### src/hki_pkg.sv
// shared types and constants for the hermite keyframe interpolator
// no dependencies
`default_nettype none
package hki_pkg;

   localparam int MAX_KEYS = 64;
   localparam int IDX_W    = $clog2(MAX_KEYS);
   localparam int CNT_W    = $clog2(MAX_KEYS + 1);
   localparam int FRAME_W  = 20;
   localparam int DATA_W   = 32;
   localparam int T_W      = 30;
   localparam int HELD_W   = 7;

   // op codes
   localparam logic [1:0] OP_QUERY = 2'd0;
   localparam logic [1:0] OP_LOAD  = 2'd1;
   localparam logic [1:0] OP_CLEAR = 2'd2;

   // status codes
   localparam logic [1:0] ST_OK    = 2'd0;
   localparam logic [1:0] ST_EMPTY = 2'd1;
   localparam logic [1:0] ST_ORDER = 2'd2;
   localparam logic [1:0] ST_FULL  = 2'd3;

   // one stored key
   typedef struct packed {
      logic [FRAME_W-1:0]       frame;
      logic signed [DATA_W-1:0] value;
      logic signed [DATA_W-1:0] slope;
   } key_type;

endpackage
`default_nettype wire

### src/hki_div.sv
// serial restoring divider: quotient = floor(num * 2^30 / den), num < den
// uses hki_pkg
`default_nettype none
module hki_div (
   input  wire logic                         clock,
   input  wire logic                         reset,
   input  wire logic                         start,
   input  wire logic [hki_pkg::FRAME_W-1:0]  num,
   input  wire logic [hki_pkg::FRAME_W-1:0]  den,
   output logic                              done,
   output logic [hki_pkg::T_W-1:0]           quot
);

   localparam int STEP_W = $clog2(hki_pkg::T_W + 1);

   logic                          run_ff, run_in;
   logic                          done_ff, done_in;
   logic [STEP_W-1:0]             step_ff, step_in;
   logic [hki_pkg::FRAME_W-1:0]   rem_ff, rem_in;
   logic [hki_pkg::FRAME_W-1:0]   den_ff, den_in;
   logic [hki_pkg::T_W-1:0]       quo_ff, quo_in;
   logic [hki_pkg::FRAME_W:0]     rem2;

   // one quotient bit per cycle
   always_comb begin
      run_in  = run_ff;
      done_in = 1'b0;
      step_in = step_ff;
      rem_in  = rem_ff;
      den_in  = den_ff;
      quo_in  = quo_ff;
      rem2    = {rem_ff, 1'b0};
      if (start) begin
         run_in  = 1'b1;
         step_in = '0;
         rem_in  = num;
         den_in  = den;
         quo_in  = '0;
      end else if (run_ff) begin
         if (rem2 >= {1'b0, den_ff}) begin
            rem_in = hki_pkg::FRAME_W'(rem2 - {1'b0, den_ff});
            quo_in = {quo_ff[hki_pkg::T_W-2:0], 1'b1};
         end else begin
            rem_in = hki_pkg::FRAME_W'(rem2);
            quo_in = {quo_ff[hki_pkg::T_W-2:0], 1'b0};
         end
         step_in = STEP_W'(step_ff + 1'b1);
         if (step_ff == STEP_W'(hki_pkg::T_W - 1)) begin
            run_in  = 1'b0;
            done_in = 1'b1;
         end
      end
   end

   always_ff @(posedge clock) begin
      if (reset) begin
         run_ff  <= 1'b0;
         done_ff <= 1'b0;
      end else begin
         run_ff  <= run_in;
         done_ff <= done_in;
      end
      step_ff <= step_in;
      rem_ff  <= rem_in;
      den_ff  <= den_in;
      quo_ff  <= quo_in;
   end

   assign done = done_ff;
   assign quot = quo_ff;

endmodule
`default_nettype wire

### config.mk
export PLATFORM = sky130hd
export DESIGN_NAME = hki_div
export DESIGN_NICKNAME = d
export VERILOG_FILES = /design/src/hki_pkg.sv /design/src/hki_div.sv
export SDC_FILE = /design/constraint.sdc
export NUM_CORES = 1
export LEC_CHECK = 0
export BUFFER_PORTS_ARGS = -buffer_cell sky130_fd_sc_hd__buf_4
export CORE_MARGIN = 2
export CORE_UTILIZATION = 45
export DETAILED_ROUTE_END_ITERATION = 8
export GPL_ROUTABILITY_DRIVEN = 0
export GPL_TIMING_DRIVEN = 0
export PLACE_DENSITY = 0.67
export SLEW_MARGIN = 20
export SYNTH_ARGS = -nofsm -noshare
export SYNTH_HDL_FRONTEND = slang
export SYNTH_SLANG_ARGS = --single-unit
### constraint.sdc
create_clock -name clock -period 4.78 [get_ports clock]
set_clock_uncertainty 0.2 [all_clocks]
set_input_delay 0.956 -clock clock [delete_from_list [all_inputs] [get_ports clock]]
set_output_delay 0.956 -clock clock [all_outputs]
set_load 0.005 [all_outputs]
# After elaboration in Yosys (flattened, before gate mapping)
# Index checks and enable logic that the tools add are counted.
# W data, S select, Z words.
[classes]
addsub = 2
n_mul = 0
n_div = 0
magnitude_cmp = 1
eq_ne = 1
n_shift = 0
mux = 8
bitwise = 1
n_reduce_logical = 2
[ops]
columns = ["operator", "n"]
rows = [
  ["$mux W20", 3],
  ["$ge A21 B20 Y1", 1],
  ["$sub A20 B20 Y20", 1],
  ["$add A5 B1 Y5 const B", 1],
  ["$eq A5 B5 Y1 const B", 1],
  ["$mux W1", 5],
  ["$reduce_or A3 Y1", 1],
  ["$reduce_bool A2 Y1", 1],
  ["$not A1 Y1", 1],
]
[totals]
ff_bits = 77
latchBits = 0
ramBits = 0
rom_bits = 0
inputBits = 43
out_inout_bits = 31
word_cells = 21
n_memories = 0

# Depth between registers and ports, before layout
[logic_depth]
ltp_word = 4
depth_mapped = 12
mapped_depth_nobuf = 9

# Worst setup path before layout
# Ideal clock, no wire load.
[synth_timing]
path_type = "reg2reg"
from = "register rem_ff[5] in the netlist's numbering"
to = "register rem_ff[1] in the netlist's numbering (data pin)"
setup_time_ns = 0.260
t_arrival_ns = 2.401
required_ns = 4.320
slack_ns = 1.919
stages_incl_launch_ff = 10
period_less_slack_ns = 2.861
cell_sequence = "edfxtp_1 ha_1 buf_6 a2111o_1 o21ai_2 o21ai_2 a2111oi_4 buf_6 mux2i_1 mux2_2"
[synth_via]
elab_chain_cells = 4
[synth_rtl]
columns = ["element", "line", "text"]
rows = [
  ["from (decl)", "hki_div.sv:19", "logic [hki_pkg::FRAME_W-1:0] rem_ff, rem_in;"],
  ["from (signal assigned)", "hki_div.sv:64", "rem_ff <= rem_in;"],
  ["$ge A21 B20 Y1", "hki_div.sv:40", "if (rem2 >= {1'b0, den_ff}) begin"],
  ["$mux W20", "hki_div.sv:40", ""],
  ["$mux W20", "hki_div.sv:39", "end else if (run_ff) begin"],
  ["$mux W20", "hki_div.sv:33", "if (start) begin"],
  ["net rem_in, one bit", "hki_div.sv:19", ""],
]
# The timed path passes the listed nets, and every way through them passes these cells. The select of a mux whose other input is x is not followed.
# A chain may end at the register's enable or synchronous reset.

# Final worst setup path
[layout_timing]
from = "register rem_ff[5] in the netlist's numbering"
to = "register rem_ff[13] in the netlist's numbering (data pin)"
[layout_via]
elab_chain_cells = 4
elab_cells_between_ends = 5
[layout_rtl]
columns = ["element", "line"]
rows = [
  ["$sub A20 B20 Y20 or $ge A21 B20 Y1 (tied branches)", "hki_div.sv:41, hki_div.sv:40"],
  ["$mux W20 *", "hki_div.sv:40"],
  ["$mux W20 *", "hki_div.sv:39"],
  ["$mux W20 *", "hki_div.sv:33"],
  ["net rem_in, one bit", "hki_div.sv:19"],
]
# The timed path passes the listed nets; every way through them passes the cells marked *. The select of a mux whose other input is x is not followed.

==> reports/metrics.yaml <==
drt:
  via_per_inst: 5.39
  drtPass1Iterations: 4
  vias: 3150
  antenna_left: 0
  drtIter0Drc: 171
  drc: 0
  routedWlPerCell_um: 15.7
  totalWireLength_um: 9170
place:
  place_area_um2: 4740
  dp_slack_ps: 1320
  port-buffer-count: 73
  placedCellCount: 568
  dp_hpwl_um: 6510
floorplanning:
  die_h_um: 98.9
  core_um2: 8720
  initial_utilization_pct: 46.5
  die_area_um2: 9790
  rows: 34
  num_io_pins: 74
  die_w_um: 98.9
clocking:
  cts_hold_buf: 0
  clock-root-buffer: "clkbuf_8"
  cts_tree: "built"
  clock-sinks: 77
  numCtsBuffers: 9
  clock_path_buffers: 2
  clk-insertion-delay-late_ps: 350
  cts.clk_slew.worst_paths_ps: 90
  postCtsSetupRepairBufs: 0
  h-tree-depth: 3
  ctsResizeCount: 0
power:
  leakage_uw: 0.00212
  p_sw_share_pct: 34.0
  peakVddDrop_uv: 163
  p_int_uw: 1400
  power.net_switching_uw: 724
  power.share.clock_pct: 25.3
  finalPower_uw: 2130
  pwr-share-comb_pct: 35.6
  power_density_nw_per_um2: 430
  pwr-share-seq_pct: 39.1
critical_path:
  cp-endpoint: "rem_ff[13]"
  crit_required_ps: 4690
  setup.worst_path.start_class: "register"
  cp.arrival_ps: 3210
  cp-end-kind: "register"
  r2r_slack_ps: 1470
  reg2reg_depth: 10
  cp-startpoint: "rem_ff[5]"
  critPathKind: "register to register"
  worstPathMaxFanout: 10
  r2r_end: "rem_ff[13]"
  r2r-start: "rem_ff[5]"
yosys:
  yosys-top-cells-area: "edfxtp_1 30%, dfxtp_1 18%, mux2i_1 7.9%"
  synth-edff-count: 40
  synthArstFlopShare_pct: 0
  ys_seq_elements: 77
  syn_area_per_cell_um2: 10.5
  synth_cell_types: 51
  syn-num-nets: 453
  ys.flop_type: "edfxtp_1"
  synth_top_area_share_pct: 29.6
  postSynthCellCount: 387
  netlist_area_um2: 4060
  yosys.area.top_type: "edfxtp_1"
  yosysWarnings: 0
  ys_seq_area_share_pct: 47.9
global_route:
  antenna_found_initial: 0
  grt_pass1_vias: 3133
  track_usage_pct: 19.5
  grt_max_degree: 29
  overflow: 0
  grt_first_pass_wirelength_um: 15100
flow_run:
  drv_cap: 0
sta:
  finalSetupViolCount: 0
  post-route-period-util_pct: 69.2
  fmax_ghz: 0.302
  rsz0062_at_grt: "false"
  worst_pin_slew_ps: 678
  setup_ws_ps: 1470
  slew-limit-headroom_pct: 54.8
  final-hold-violation-count: 0
  drv_slew: 0
  tns_ps: 0
  layout_min_cycle_time_ps: 3310
cells_and_area:
  synthToLayoutAreaGrowth_pct: 22.2
  design_area_um2: 4950
  nFillCells: 792
  finalNetCount: 537
  drive_gt1_share_pct: 20.4
  n_antenna_cell: 0
  final_cells: 584
min_path:
  hold_class: "register to register"
run_status:
  status: "completed"
## state kept, by name, indices dropped and copies added, names as in the netlist
name,flops
rem_ff,20
step_ff,5
quot,30
run_ff,1
den_ff,20
done,1
## per-layer routing
metal | share of wire (%) | routed length [um] | GRT usage, %
met2 | 47 | 4280 | 31.1
met5 | 0 | 0 | 0
met3 | 7.7 | 704 | 6.67
met1 | 44 | 4070 | 24.8
met4 | 1.3 | 116 | 6.74
## worst max-delay path, stage by stage, from the launching register on
cell and delay [ps]:
edfxtp_1 420, ha_1 320, buf_6 140, a2111o_1 420, o21ai_2 220, o21ai_2 150
a2111oi_4 490, buf_6 230, buf_4 220, nand3b_1 100, o311ai_0 150
## final cells by class
type | instances | area (um^2) | area share, %
inverters | 23 | 86.3 | 1.74
clock buffers | 11 | 153 | 3.08
clock inverters | 5 | 62.6 | 1.26
plain buffers | 20 | 95.1 | 1.92
multi-input cells | 267 | 1930 | 39.0
well taps | 108 | 135 | 2.73
repair buffers | 73 | 548 | 11.1
flip-flops and latches | 77 | 1940 | 39.2
## how the worst min path moves through the flow
stage | start | end | slack (ps) | cells after the start
after floorplan | step_ff[4] | done | 270 | 2
after global placement | quot[29] | quot[29] | 280 | 2
after detailed placement | quot[29] | quot[29] | 310 | 2
after CTS | quot[6] | quot[7] | 330 | 2
after global routing | step_ff[4] | done | 360 | 2
final | quot[29] | quot[29] | 330 | 2
## metrics by stage
step	util, %	hold WS (ps)
final	56.8	326
after global routing	56.8	357
after CTS	56.8	334
after detailed placement	54.3	308
after global placement	54.3	281
after floorplan	-	272
## Yosys cell counts (6+ instances only)
library cell,n
inv_1,23
o21ai_0,13
nor2_1,46
nand2b_1,6
edfxtp_1,40
mux2i_1,32
clkbuf_1,12
nor2b_1,6
nand4_1,7
xor2_1,12
nand2_1,23
nand3b_1,8
a21oi_1,13
o311ai_0,8
dfxtp_1,37
ha_1,22
xnor2_1,10
## cell families after synthesis
family / count (synthesis) / synth area share [%]
flops: 77 / 47.9
buf+inv: 43 / 4.47
xor+xnor: 22 / 4.75
simple gates: 116 / 14.0
compound gates: 73 / 13.4
fa+ha+maj: 23 / 7.28
mux: 33 / 8.18
## placed cells by master, fill, tap and decap left out, types with 2 or more instances in the layout
cell	Yosys	final
buf_6	2	2
a221oi_1	3	3
clkbuf_8	0	9
o311ai_0	8	8
nand4_1	7	7
buf_1	4	4
edfxtp_1	40	40
and3_1	3	3
nand2b_1	6	6
nand3b_1	8	8
a211oi_1	4	4
nor2_1	46	46
and2_1	4	4
o31ai_1	2	2
o21a_1	2	2
nand2_1	23	23
inv_6	0	2
a22oi_1	2	2
a221o_1	5	5
o41ai_1	2	2
inv_1	23	23
ha_1	22	22
and3b_1	3	3
xnor2_1	10	10
nor3_1	4	4
clkbuf_1	12	13
a21oi_1	13	13
nor2b_1	6	6
nand3_1	2	2
o21ai_2	2	2
a21o_1	3	3
o211ai_1	4	4
o21ai_0	13	13
mux2i_1	32	32
dfxtp_1	37	37
buf_4	1	74
a31oi_1	2	2
xor2_1	12	12
## power groups by stage
stage               combinational, uW  clock (uW)  sequential (uW)
global placement                  735           0              842
finish                            758         539              831
global route                      836         585              843
floorplan                         578           0              831
CTS                               752         552              832
detailed placement                748           0              844
No activity file was read; power rests on OpenSTA's default activity.
